--- src/hdl/rlt_pkg.sv ---
// ----------------------------------------------------------------------------
// rlt_pkg
// Shared types and codes for the range lock table.
// ----------------------------------------------------------------------------
package rlt_pkg;

    localparam logic [2:0] CMD_ACQUIRE  = 3'd0;
    localparam logic [2:0] CMD_REGISTER = 3'd1;
    localparam logic [2:0] CMD_WITHDRAW = 3'd2;
    localparam logic [2:0] CMD_RELEASE  = 3'd3;
    localparam logic [2:0] CMD_UPGRADE  = 3'd4;
    localparam logic [2:0] CMD_QUERY    = 3'd5;

    localparam logic [2:0] ST_OK        = 3'd0;
    localparam logic [2:0] ST_CONFLICT  = 3'd1;
    localparam logic [2:0] ST_BAD_RANGE = 3'd2;
    localparam logic [2:0] ST_NOT_FOUND = 3'd3;
    localparam logic [2:0] ST_FULL      = 3'd4;

    // word classified by the front end
    typedef struct packed {
        logic [2:0]  cmd;
        logic [63:0] first;
        logic [63:0] limit;
        logic        excl;
        logic [2:0]  slot;
        logic        bad;
    } t_req;

    typedef enum logic [2:0] {
        S_IDLE,
        S_WSCAN,
        S_ESCAN,
        S_DONE
    } t_state;

endpackage

--- src/hdl/rlt_front.sv ---
// ----------------------------------------------------------------------------
// rlt_front
// Accepts request words, computes the range limit and range error, and
// holds them in a two-entry queue for the back end.
// ----------------------------------------------------------------------------
module rlt_front (
    input  logic            i_clk,
    input  logic            i_rst_n,
    input  logic            i_valid,
    output logic            o_stall,
    input  logic [2:0]      i_cmd,
    input  logic [63:0]     i_range_start,
    input  logic [63:0]     i_range_length,
    input  logic            i_lock_mode,
    input  logic [2:0]      i_slot_in,
    output logic            o_req_valid,
    output rlt_pkg::t_req   o_req,
    input  logic            i_req_take
);

    rlt_pkg::t_req r_q [2];
    logic          r_wp, r_rp;
    logic [1:0]    r_cnt;
    logic [64:0]   w_sum;
    rlt_pkg::t_req w_req;
    logic          w_push, w_pop;

    assign w_sum = {1'b0, i_range_start} + {1'b0, i_range_length};

    always_comb begin
        w_req.cmd   = i_cmd;
        w_req.first = i_range_start;
        w_req.limit = w_sum[63:0];
        w_req.excl  = i_lock_mode;
        w_req.slot  = i_slot_in;
        w_req.bad   = (i_range_length == 64'd0) || w_sum[64];
    end

    assign o_stall     = (r_cnt == 2'd2);
    assign w_push      = i_valid && !o_stall;
    assign o_req_valid = (r_cnt != 2'd0);
    assign w_pop       = o_req_valid && i_req_take;
    assign o_req       = r_q[r_rp];

    always_ff @(posedge i_clk) begin
        if (w_push) begin
            r_q[r_wp] <= w_req;
        end
        if (!i_rst_n) begin
            r_wp  <= 1'b0;
            r_rp  <= 1'b0;
            r_cnt <= 2'd0;
        end else begin
            if (w_push) begin
                r_wp <= ~r_wp;
            end
            if (w_pop) begin
                r_rp <= ~r_rp;
            end
            r_cnt <= r_cnt + {1'b0, w_push} - {1'b0, w_pop};
        end
    end

endmodule

--- src/hdl/rlt_back.sv ---
// ----------------------------------------------------------------------------
// rlt_back
// Scans waiters and lock entries one per cycle and applies each request;
// holds the result word in an output register.
// ----------------------------------------------------------------------------
module rlt_back #(
    parameter int LOCK_ENTRIES = 16,
    parameter int WAITER_SLOTS = 8
) (
    input  logic            i_clk,
    input  logic            i_rst_n,
    input  logic            i_req_valid,
    input  rlt_pkg::t_req   i_req,
    output logic            o_req_take,
    output logic            o_valid,
    input  logic            i_stall,
    output logic [2:0]      o_status,
    output logic [2:0]      o_slot_out,
    output logic            o_overlap_found,
    output logic [4:0]      o_held_count
);

    localparam int EW = $clog2(LOCK_ENTRIES);
    localparam int WW = (WAITER_SLOTS > 1) ? $clog2(WAITER_SLOTS) : 1;
    localparam int CW = $clog2(LOCK_ENTRIES + 1);

    logic [63:0] r_ef [LOCK_ENTRIES];
    logic [63:0] r_el [LOCK_ENTRIES];
    logic        r_ex [LOCK_ENTRIES];
    logic [LOCK_ENTRIES-1:0] r_ev;
    logic [63:0] r_wf [WAITER_SLOTS];
    logic [63:0] r_wl [WAITER_SLOTS];
    logic        r_wx [WAITER_SLOTS];
    logic [WAITER_SLOTS-1:0] r_wv;

    rlt_pkg::t_state r_state, n_state;
    rlt_pkg::t_req   r_req;
    logic [EW:0]     r_ei;
    logic [WW:0]     r_wi;
    logic            r_conf, r_found, r_hasfree, r_hasmatch;
    logic [EW-1:0]   r_free, r_match;
    logic [CW-1:0]   r_held;
    logic            r_ovalid;
    logic [2:0]      r_status;
    logic [2:0]      r_slot;
    logic            r_ovl;

    logic [EW-1:0]   w_e;
    logic [WW-1:0]   w_w;
    logic            w_eov, w_wov, w_emat, w_econf, w_wconf;
    logic            w_out_free;
    logic            w_upg;

    assign w_e  = r_ei[EW-1:0];
    assign w_w  = r_wi[WW-1:0];
    assign w_upg = (r_req.cmd == rlt_pkg::CMD_UPGRADE);
    assign w_eov = r_ev[w_e] && (r_ef[w_e] < r_req.limit) && (r_req.first < r_el[w_e]);
    assign w_emat = r_ev[w_e] && (r_ef[w_e] == r_req.first) && (r_el[w_e] == r_req.limit)
                  && (r_ex[w_e] == (r_req.excl && !w_upg));
    // upgrade checks with the matched entry excluded, exclusive request
    assign w_econf = w_eov && (r_req.excl || w_upg || r_ex[w_e])
                   && !(w_upg && ((r_hasmatch && (w_e == r_match))
                                  || (!r_hasmatch && w_emat)));
    assign w_wov = r_wv[w_w] && r_wx[w_w] && (r_wf[w_w] < r_req.limit)
                 && (r_req.first < r_wl[w_w]);
    assign w_wconf = w_wov && !r_req.excl && (r_req.cmd == rlt_pkg::CMD_ACQUIRE);
    assign w_out_free = !r_ovalid || !i_stall;

    assign o_req_take      = (r_state == rlt_pkg::S_IDLE) && i_req_valid;
    assign o_valid         = r_ovalid;
    assign o_status        = r_status;
    assign o_slot_out      = r_slot;
    assign o_overlap_found = r_ovl;
    assign o_held_count    = 5'(r_held);

    always_ff @(posedge i_clk) begin
        if (!i_rst_n) begin
            r_state <= rlt_pkg::S_IDLE;
        end else begin
            r_state <= n_state;
        end
    end

    always_comb begin
        n_state = r_state;
        case (r_state)
            rlt_pkg::S_IDLE: begin
                if (i_req_valid) begin
                    n_state = rlt_pkg::S_WSCAN;
                end
            end
            rlt_pkg::S_WSCAN: begin
                if (r_wi == (WW+1)'(WAITER_SLOTS - 1)) begin
                    n_state = rlt_pkg::S_ESCAN;
                end
            end
            rlt_pkg::S_ESCAN: begin
                if (r_ei == (EW+1)'(LOCK_ENTRIES - 1)) begin
                    n_state = rlt_pkg::S_DONE;
                end
            end
            rlt_pkg::S_DONE: begin
                if (w_out_free) begin
                    n_state = rlt_pkg::S_IDLE;
                end
            end
            default: n_state = rlt_pkg::S_IDLE;
        endcase
    end

    always_ff @(posedge i_clk) begin
        if (!i_rst_n) begin
            r_ev     <= '0;
            r_wv     <= '0;
            r_held   <= '0;
            r_ovalid <= 1'b0;
        end else begin
            if (r_state == rlt_pkg::S_DONE && w_out_free) begin
                r_ovalid <= 1'b1;
            end else if (!i_stall) begin
                r_ovalid <= 1'b0;
            end
            case (r_state)
                rlt_pkg::S_IDLE: begin
                    r_req      <= i_req;
                    r_wi       <= '0;
                    r_ei       <= '0;
                    r_conf     <= 1'b0;
                    r_found    <= 1'b0;
                    r_hasfree  <= 1'b0;
                    r_hasmatch <= 1'b0;
                end
                rlt_pkg::S_WSCAN: begin
                    if (w_wconf) begin
                        r_conf <= 1'b1;
                    end
                    r_wi <= r_wi + 1'b1;
                end
                rlt_pkg::S_ESCAN: begin
                    if (w_econf) begin
                        r_conf <= 1'b1;
                    end
                    if (w_eov) begin
                        r_found <= 1'b1;
                    end
                    if (!r_ev[w_e] && !r_hasfree) begin
                        r_hasfree <= 1'b1;
                        r_free    <= w_e;
                    end
                    if (w_emat && !r_hasmatch) begin
                        r_hasmatch <= 1'b1;
                        r_match    <= w_e;
                    end
                    r_ei <= r_ei + 1'b1;
                end
                rlt_pkg::S_DONE: begin
                    if (w_out_free) begin
                        r_status <= rlt_pkg::ST_OK;
                        r_slot   <= '0;
                        r_ovl    <= 1'b0;
                        if (r_req.bad && r_req.cmd <= rlt_pkg::CMD_QUERY
                            && r_req.cmd != rlt_pkg::CMD_WITHDRAW) begin
                            r_status <= rlt_pkg::ST_BAD_RANGE;
                        end else begin
                            case (r_req.cmd)
                                rlt_pkg::CMD_ACQUIRE: begin
                                    if (r_conf) begin
                                        r_status <= rlt_pkg::ST_CONFLICT;
                                    end else if (!r_hasfree) begin
                                        r_status <= rlt_pkg::ST_FULL;
                                    end else begin
                                        r_ev[r_free] <= 1'b1;
                                        r_ef[r_free] <= r_req.first;
                                        r_el[r_free] <= r_req.limit;
                                        r_ex[r_free] <= r_req.excl;
                                        r_held       <= r_held + 1'b1;
                                    end
                                end
                                rlt_pkg::CMD_REGISTER: begin
                                    r_status <= rlt_pkg::ST_FULL;
                                    for (int k = WAITER_SLOTS - 1; k >= 0; k--) begin
                                        if (!r_wv[k]) begin
                                            r_status <= rlt_pkg::ST_OK;
                                            r_slot   <= 3'(k);
                                        end
                                    end
                                    for (int k = 0; k < WAITER_SLOTS; k++) begin
                                        if (!r_wv[k] && ((r_wv & ((WAITER_SLOTS)'(1) << k)
                                            - 1'b1) == ((WAITER_SLOTS)'(1) << k) - 1'b1)) begin
                                            r_wv[k] <= 1'b1;
                                            r_wf[k] <= r_req.first;
                                            r_wl[k] <= r_req.limit;
                                            r_wx[k] <= r_req.excl;
                                        end
                                    end
                                end
                                rlt_pkg::CMD_WITHDRAW: begin
                                    if (32'(r_req.slot) < WAITER_SLOTS
                                        && r_wv[WW'(r_req.slot)]) begin
                                        r_wv[WW'(r_req.slot)] <= 1'b0;
                                    end else begin
                                        r_status <= rlt_pkg::ST_NOT_FOUND;
                                    end
                                end
                                rlt_pkg::CMD_RELEASE: begin
                                    if (!r_hasmatch) begin
                                        r_status <= rlt_pkg::ST_NOT_FOUND;
                                    end else begin
                                        r_ev[r_match] <= 1'b0;
                                        r_held        <= r_held - 1'b1;
                                    end
                                end
                                rlt_pkg::CMD_UPGRADE: begin
                                    if (!r_hasmatch) begin
                                        r_status <= rlt_pkg::ST_NOT_FOUND;
                                    end else if (r_conf) begin
                                        r_status      <= rlt_pkg::ST_CONFLICT;
                                        r_ev[r_match] <= 1'b0;
                                        r_held        <= r_held - 1'b1;
                                    end else begin
                                        r_ex[r_match] <= 1'b1;
                                    end
                                end
                                rlt_pkg::CMD_QUERY: begin
                                    r_ovl <= r_found;
                                end
                                default: begin
                                    r_status <= rlt_pkg::ST_OK;
                                end
                            endcase
                        end
                    end
                end
                default: begin
                    r_wi <= '0;
                end
            endcase
        end
    end

endmodule

--- src/hdl/range_lock_table_unit.sv ---
// ----------------------------------------------------------------------------
// range_lock_table_unit
// Range lock table with shared and exclusive entries and registered waiters.
//
//  channel | handshake          | word
//  in      | i_valid / o_stall  | cmd, range_start, range_length, lock_mode, slot_in
//  out     | o_valid / i_stall  | status, slot_out, overlap_found, held_count
//
//  the back end scans every waiter, then every lock entry, one per cycle
//  a two-word queue lets the front keep accepting while the back works
//  synchronous active-low reset empties both tables
// ----------------------------------------------------------------------------
module range_lock_table_unit #(
    parameter int LOCK_ENTRIES = 16,
    parameter int WAITER_SLOTS = 8
) (
    input  logic        i_clk,
    input  logic        i_rst_n,
    input  logic        i_valid,
    output logic        o_stall,
    input  logic [2:0]  i_cmd,
    input  logic [63:0] i_range_start,
    input  logic [63:0] i_range_length,
    input  logic        i_lock_mode,
    input  logic [2:0]  i_slot_in,
    output logic        o_valid,
    input  logic        i_stall,
    output logic [2:0]  o_status,
    output logic [2:0]  o_slot_out,
    output logic        o_overlap_found,
    output logic [4:0]  o_held_count
);

    rlt_pkg::t_req w_req;
    logic          w_req_valid, w_req_take;

    rlt_front u_front (
        .i_clk          (i_clk),
        .i_rst_n        (i_rst_n),
        .i_valid        (i_valid),
        .o_stall        (o_stall),
        .i_cmd          (i_cmd),
        .i_range_start  (i_range_start),
        .i_range_length (i_range_length),
        .i_lock_mode    (i_lock_mode),
        .i_slot_in      (i_slot_in),
        .o_req_valid    (w_req_valid),
        .o_req          (w_req),
        .i_req_take     (w_req_take)
    );

    rlt_back #(
        .LOCK_ENTRIES (LOCK_ENTRIES),
        .WAITER_SLOTS (WAITER_SLOTS)
    ) u_back (
        .i_clk           (i_clk),
        .i_rst_n         (i_rst_n),
        .i_req_valid     (w_req_valid),
        .i_req           (w_req),
        .o_req_take      (w_req_take),
        .o_valid         (o_valid),
        .i_stall         (i_stall),
        .o_status        (o_status),
        .o_slot_out      (o_slot_out),
        .o_overlap_found (o_overlap_found),
        .o_held_count    (o_held_count)
    );

endmodule
--- config.mk ---
export PLATFORM = sky130hd
export DESIGN_NAME = range_lock_table_unit
export DESIGN_NICKNAME = d
export VERILOG_FILES = /design/src/hdl/rlt_pkg.sv /design/src/hdl/rlt_front.sv /design/src/hdl/rlt_back.sv /design/src/hdl/range_lock_table_unit.sv
export SDC_FILE = /design/constraint.sdc
export NUM_CORES = 2
export LEC_CHECK = 0
export ABC_AREA = 1
export BUFFER_PORTS_ARGS = -buffer_cell sky130_fd_sc_hd__buf_2
export CAP_MARGIN = 20
export CORE_ASPECT_RATIO = 1.1
export CORE_MARGIN = 1.5
export CORE_UTILIZATION = 45
export CTS_CLUSTER_SIZE = 16
export DETAILED_ROUTE_END_ITERATION = 10
export PLACE_DENSITY_LB_ADDON = 0.25
export SYNTH_ARGS = -nofsm -noshare
export SYNTH_HDL_FRONTEND = slang
export SYNTH_SLANG_ARGS = --single-unit
export TNS_END_PERCENT = 30
--- constraint.sdc ---
create_clock -name i_clk -period 37.4 [get_ports i_clk]
set_clock_uncertainty 0.15 [all_clocks]
set_input_delay 1.87 -clock i_clk [delete_from_list [all_inputs] [get_ports i_clk]]
set_output_delay 1.87 -clock i_clk [all_outputs]
set_load 0.005 [all_outputs]
**Word-level counts from Yosys, hierarchy flattened**

Memories as Yosys holds them, arrays and structs flattened. A register that Yosys moved wholly into a read port is not among the register bits.
Index checks and enable logic that the tools add are counted.

- Register bits after elaboration: 65
- Bits in latches: 0
- Memory bits (writable): 3368
- ROM bits: 0
- Input bits: 139
- Output and inout port bits: 14
- Word-level logic and storage cells: 443
- Memories: 7

- $add $sub $neg: 7
- Multipliers: 0
- Div/mod/pow operators: 0
- $lt $le $gt $ge: 13
- Eq/ne operators: 45
- Shift-type cells: 0
- Mux-type cells: 219
- Bitwise operators: 15
- Reductions and logical operators: 109

Memory list:

| memory | depth | width | rd ports | clocked after Yosys merged registers in | write ports | RTL line | text |
|---|---|---|---|---|---|---|---|
| u_back.r_ef | 16 | 64 | 1 | 1 | 1 | rlt_back.sv:27 | `logic [63:0] r_ef [LOCK_ENTRIES];` |
| u_back.r_el | 16 | 64 | 1 | 1 | 1 | rlt_back.sv:28 | `logic [63:0] r_el [LOCK_ENTRIES];` |
| u_back.r_wf | 8 | 64 | 1 | 1 | 1 | rlt_back.sv:31 | `logic [63:0] r_wf [WAITER_SLOTS];` |
| u_back.r_wl | 8 | 64 | 1 | 1 | 1 | rlt_back.sv:32 | `logic [63:0] r_wl [WAITER_SLOTS];` |
| u_front.r_q | 2 | 136 | 1 | 1 | 1 | rlt_front.sv:21 | `rlt_pkg::t_req r_q [2];` |
| u_back.r_ex | 16 | 1 | 1 | 1 | 1 | rlt_back.sv:29 | `logic r_ex [LOCK_ENTRIES];` |
| +1 memories | -- | -- | -- | -- | -- | -- |  |

Operators with widths:

| operator | count |
|---|---|
| 64-bit two-way mux | 14 |
| 64-bit OR reduction | 14 |
| 64-bit less-than comparator | 4 |
| 3-bit two-way mux | 43 |
| 64-bit == test | 2 |
| 1-bit two-way mux | 126 |
| 16-bit two-way mux | 5 |
| 64-bit by 64-bit adder with 65-bit output | 1 |
| 64-bit zero test | 1 |
| 16-bit one-hot mux with 3 select lines | 1 |
| 2-bit by 1-bit != test with 1-bit output, second input constant | 22 |
| 6-bit AND reduction | 7 |
| 1-bit logical AND | 33 |
| 5-bit two-way mux | 5 |
| 3-bit AND reduction | 6 |
| 16-bit bitwise AND | 1 |
| 1-bit zero test | 16 |
| 4-bit two-way mux | 4 |
| 16-bit inverter | 1 |
| 16-bit bitwise OR | 1 |
| 8-bit one-hot mux with 2 select lines | 1 |
| 4-bit by 5-bit less-than comparator with 1-bit output, second input constant | 3 |
| 3-bit one-hot mux with 5 select lines | 1 |
| 5-bit one-hot mux with 3 select lines | 1 |
| other kinds (50) | 95 |

**Logic depth before layout (Yosys ltp)**

- Depth after elaboration: 17
- Mapped depth: 27
- Gate-level depth less buffers: 24

**Modules after synthesis**

A second synthesis with hierarchy kept.

- Cells, all modules: 13566
- Area, all modules: 154802.2 sq um

Modules (own cells, without submodules):

| module | instances | cells each | area each (sq um) | seq. area each (sq um) |
|---|---|---|---|---|
| rlt_back | 1 | 11801 | 138805.6 | 98674.6 |
| rlt_front | 1 | 1765 | 15996.6 | 8267.9 |

**Worst setup path after synthesis**

Ideal clock, no wire load.

- Kind: in2reg
- Start: in i_stall
- End: mem u_back.r_wf[3][0], enable pin
- Library setup time: 0.938 ns
- Data arrival time: 15.255 ns
- Required time: 36.312 ns
- Slack: 21.057 ns
- Stages: 5
- Path buffers: 0
- Cells stage by stage: nand2_1 -> inv_1 -> nor3_1 -> nand2_1 -> nor4_1

- Longest elaborated chain between the ends: 14
- Elaborated cells on any way between the ends: 55
- Classes of those cells: mux (46); reduce/logical (9)

Ends and longest elaborated chain:

| item | RTL line | text |
|---|---|---|
| from (decl) | range_lock_table_unit.sv:27 | `input logic i_stall,` |
| 1-bit zero test (*) | rlt_back.sv:67 | `assign w_out_free = !r_ovalid \|\| !i_stall;` |
| 1-bit logical OR (*) | rlt_back.sv:67 |  |
| 1-bit two-way mux | rlt_back.sv:157 | `if (w_out_free) begin` |
| 1-bit two-way mux | rlt_back.sv:123 | `case (r_state)` |
| 1-bit two-way mux | rlt_back.sv:112 | `if (!i_rst_n) begin` |
| 1-bit two-way mux (implied by the code) | rlt_back.sv:191 | `r_wf[k] <= r_req.first;` |
| 64-bit OR reduction (no line) | -- |  |
| 3-bit two-way mux (no line) / 1-bit two-way mux (equally long branches) (7 in series) | -- |  |
| to (decl) | rlt_back.sv:31 |  |

Mark *: on every way between the ends. The rest lies on a longest branch, timed or not.

==> impl_metrics.xml <==
<?xml version="1.0" encoding="UTF-8"?>
<metrics>
  <group name="route">
    <metric name="avgRoutedWirePerCell" unit="um">26.0</metric>
    <metric name="route.met3.wl" unit="um">39400</metric>
    <metric name="post-route-drc-count" unit="">0</metric>
    <metric name="route.top_layer_used" unit="">met5</metric>
    <metric name="dr.first_iter.drc_count" unit="">12800</metric>
    <metric name="vias_per_cell" unit="">5.68</metric>
    <metric name="routed_wl" unit="um">473000</metric>
    <metric name="detailroute.wirelength.met2" unit="um">221000</metric>
    <metric name="vias_after_detailed_routing" unit="">103000</metric>
    <metric name="ant_nets" unit="">0</metric>
    <metric name="met1Wirelength" unit="um">190000</metric>
    <metric name="detailedRoute.firstPassIterationCount" unit="">6</metric>
  </group>
  <group name="pwr">
    <metric name="share_comb_of_total_power" unit="%">35.3</metric>
    <metric name="ir_drop" unit="uV">70.6</metric>
    <metric name="proportion_of_power_drawn_by_the_clock_network" unit="%">26.7</metric>
    <metric name="seqPwrFrac" unit="%">38.0</metric>
    <metric name="power_report.internal_total" unit="mW">7.95</metric>
    <metric name="p_per_area" unit="mW/mm2">77.0</metric>
    <metric name="net-switching-power" unit="mW">5.13</metric>
    <metric name="switching_share" unit="%">39.2</metric>
    <metric name="power.static_leakage" unit="nW">62.0</metric>
  </group>
  <group name="synthesis">
    <metric name="mappedNetlistNets" unit="">13700</metric>
    <metric name="seq_area_frac_synth" unit="%">70.0</metric>
    <metric name="ys_async_sr_fraction" unit="%">0</metric>
    <metric name="synth_top_cells_by_area" unit="">sky130_fd_sc_hd__edfxtp_1, sky130_fd_sc_hd__nand2_1, sky130_fd_sc_hd__nand3_1</metric>
    <metric name="synth_warnings" unit="">0</metric>
    <metric name="synth_top_area_share" unit="%">69.4</metric>
    <metric name="synth_commonest_cells" unit="">sky130_fd_sc_hd__edfxtp_1, sky130_fd_sc_hd__nand2_1, sky130_fd_sc_hd__nor2_1, sky130_fd_sc_hd__nand3_1, sky130_fd_sc_hd__o21ai_0</metric>
    <metric name="synth.ff_latch_count" unit="">3575</metric>
    <metric name="synth-edff-count" unit="">3532</metric>
    <metric name="post_synth_inst_count" unit="">13300</metric>
    <metric name="synth_cell_type_count" unit="">54</metric>
    <metric name="netlist_area" unit="mm2">0.153</metric>
    <metric name="post_synth.cell_area_avg" unit="um2">11.5</metric>
    <metric name="post-synth-top-area-cell" unit="">sky130_fd_sc_hd__edfxtp_1</metric>
    <metric name="synth.most_common_cell" unit="">sky130_fd_sc_hd__edfxtp_1</metric>
    <metric name="synthFlopType" unit="">sky130_fd_sc_hd__edfxtp_1</metric>
  </group>
  <group name="grt">
    <metric name="gr-total-overflow" unit="">0</metric>
    <metric name="grt_util_all_layers" unit="%">27.0</metric>
    <metric name="number_of_global_route_vias_before_repair" unit="">95900</metric>
    <metric name="grt_start_max_net_pins" unit="">184</metric>
    <metric name="grt_first_pass_wirelength" unit="um">676000</metric>
    <metric name="number_of_antenna_violations_at_the_first_check_in_global_routing" unit="">22</metric>
  </group>
  <group name="run">
    <metric name="maxCapViolations" unit="">0</metric>
  </group>
  <group name="cts">
    <metric name="clockBufferDepth" unit="">4</metric>
    <metric name="worst_skew_pair.late_latency" unit="ns">0.93</metric>
    <metric name="clock_tree.root_cell" unit="">sky130_fd_sc_hd__clkbuf_16</metric>
    <metric name="h-tree-depth" unit="">5</metric>
    <metric name="hold_buffers" unit="">0</metric>
    <metric name="clock_sinks" unit="">3575</metric>
    <metric name="cts_inserted_buffers" unit="">354</metric>
    <metric name="cts.repair.resized" unit="">0</metric>
    <metric name="tritoncts_clock_tree" unit="">done</metric>
    <metric name="buffers_inserted_during_post_cts_setup_optimization" unit="">0</metric>
    <metric name="clkTransAtPathRegs" unit="ns">0.06</metric>
  </group>
  <group name="setup_path">
    <metric name="timing.critical_path.fanout_max" unit="">80</metric>
    <metric name="arrival" unit="ns">8.74</metric>
    <metric name="cp-start-kind" unit="">flop</metric>
    <metric name="rr_worst_depth" unit="">25</metric>
    <metric name="r2r_slack" unit="ns">29.15</metric>
    <metric name="end_kind" unit="">flop</metric>
    <metric name="worst_ep_required_time" unit="ns">37.89</metric>
    <metric name="cp_slowest_cell" unit="">sky130_fd_sc_hd__dfxtp_4</metric>
    <metric name="max_stage_delay" unit="ns">0.77</metric>
    <metric name="r2r-end" unit="">u_back.r_conf</metric>
    <metric name="setup_cp_type" unit="">flop to flop</metric>
  </group>
  <group name="sta">
    <metric name="final_hold_viol_count" unit="">0</metric>
    <metric name="period_share" unit="%">22.1</metric>
    <metric name="final.hold.worst_slack" unit="ns">0.304</metric>
    <metric name="worstMarginPinSlew" unit="ns">1.23</metric>
    <metric name="rsz0062_at_grt" unit="">false</metric>
    <metric name="final-max-slew-violation-count" unit="">0</metric>
    <metric name="final_period_minus_worst_setup_slack" unit="ns">8.25</metric>
    <metric name="fmax" unit="MHz">121</metric>
    <metric name="slew-limit-headroom" unit="%">18.1</metric>
    <metric name="timing.setup.tns" unit="ns">0</metric>
    <metric name="postLayoutSetupSlackWorst" unit="ns">29.15</metric>
    <metric name="setup_violations" unit="">0</metric>
  </group>
  <group name="place">
    <metric name="buffers_on_ports" unit="">152</metric>
    <metric name="placement.setup.worst_slack" unit="ns">29.29</metric>
    <metric name="postPlaceCellArea" unit="mm2">0.159</metric>
    <metric name="gp_congestion" unit="">0.968</metric>
    <metric name="detailedPlacementHpwl" unit="um">277000</metric>
    <metric name="placed_cells" unit="">17600</metric>
  </group>
  <group name="worst_hold_path">
    <metric name="hold_start" unit="">u_front.r_cnt[1]</metric>
    <metric name="worst_hold_path.endpoint" unit="">u_front.r_cnt[1]</metric>
    <metric name="min-delay-path-class" unit="">flop to flop</metric>
    <metric name="timing.hold.worst_path_depth" unit="">1</metric>
  </group>
  <group name="die">
    <metric name="die_width" unit="um">559</metric>
    <metric name="effective_utilization_at_floorplan" unit="%">45.2</metric>
    <metric name="boundaryPins" unit="">153</metric>
    <metric name="floorplan.die_area" unit="mm2">0.343</metric>
    <metric name="chipHeight" unit="um">614</metric>
    <metric name="rows" unit="">224</metric>
    <metric name="placeableCoreArea" unit="mm2">0.338</metric>
  </group>
  <group name="cells_and_area">
    <metric name="flow.area_growth_from_synthesis" unit="%">11.1</metric>
    <metric name="nets" unit="">13900</metric>
    <metric name="final_cell_area" unit="mm2">0.170</metric>
    <metric name="drive_gt1_share" unit="%">7.17</metric>
    <metric name="finalNonFillerCells" unit="">18200</metric>
    <metric name="num-fill-cells" unit="">29500</metric>
  </group>
  <group name="outcome">
    <metric name="outcome" unit="">complete, no violations</metric>
  </group>
</metrics>
cells in the final DEF (no fill, tap or decap), drive strengths merged, types with 47 or more instances in the layout:
master  netlist  routed
a21oi       303     303
a31oi        98      98
buf         387     437
clkbuf      286     440
clkinv        5     160
edfxtp     3532    3532
ha          328     328
inv         738     746
nand2      3169    3169
nand3      1324    1324
nor2       1379    1379
nor3         55      55
o211ai      126     126
o21ai       993     993
o221ai       73      73
o22ai       152     152
xor2         47      47
per-layer routing:
metal | GRT usage, % | up-vias
met5 | 0 | -
met4 | 11.4 | 10
met3 | 3.91 | 781
met2 | 43.2 | 4692
met1 | 36.9 | 50900
li1 | - | 47000
power groups by stage:
| stage | logic (mW) | clock network, mW | registers, mW |
|---|---|---|---|
| 3_5_place_dp | 4.54 | 0 | 5.06 |
| 5_1_grt | 5.01 | 3.67 | 4.98 |
| 4_1_cts | 4.55 | 3.52 | 4.97 |
| 3_3_place_gp | 4.51 | 0 | 5.05 |
| 6_report | 4.62 | 3.49 | 4.97 |
| 2_1_floorplan | 2.72 | 0 | 5.09 |
cell type report:
type / count / area [um2] / share of cell area, %
Timing Repair Buffer: 437 / 3200 / 1.88
Clock buffer: 440 / 9310 / 5.48
Inverter: 743 / 2860 / 1.68
Clock inverter: 199 / 1800 / 1.06
Multi-Input combinational cell: 8278 / 40000 / 23.5
Sequential cell: 3575 / 107000 / 63.0
Antenna cell: 10 / 25.0 / 0.0147
Tap cell: 4520 / 5660 / 3.33
kinds of logic after synthesis:
| family | synth area share [%] |
|---|---|
| xor+xnor | 0.361 |
| fa+ha+maj | 2.71 |
| buf+inv | 4.00 |
| compound gates | 6.70 |
| simple gates | 16.3 |
| flops | 70.0 |
flip-flops by register name, summed over array words and instances, names as in the netlist, 5 cells and up, named ones only:
signal               cells
u_back.r_req           136
u_back.r_wl            512
u_back.r_wv              8
u_back.r_ei              5
u_front.r_q            272
u_back.o_held_count      5
u_back.r_el           1024
u_back.r_ef           1024
u_back.r_wx              8
u_back.r_wf            512
u_back.r_ev             16
u_back.r_ex             16
per-stage QoR:
stage | total power, mW | utilization [%]
2_1_floorplan | 7.81 | -
3_3_place_gp | 9.56 | 46.9
3_5_place_dp | 9.59 | 46.9
4_1_cts | 13.0 | 50.2
5_1_grt | 13.7 | 50.2
6_report | 13.1 | 50.2
how the worst max path moves through the flow:
stage             from                 to  cells after the start
4_1_cts           flop      u_back.r_conf                     25
3_3_place_gp      flop      u_back.r_conf                     25
5_1_grt           flop      u_back.r_conf                     24
2_1_floorplan  i_stall  u_back.r_wf[3][0]                      5
6_report          flop      u_back.r_conf                     25
3_5_place_dp      flop     u_back.r_found                     23
worst max-delay path, delay by kind of cell, from the launching register on:
kind	cells	cell delay [ns]
flip-flops	1	0.77
AND/OR/NAND/NOR	15	2.12
AO/OA/AOI/OAI	2	0.28
buffers and inverters	7	4.13
adder cells (fa/ha/maj)	1	0.30
Note: power is estimated with default switching activity, not from simulation.
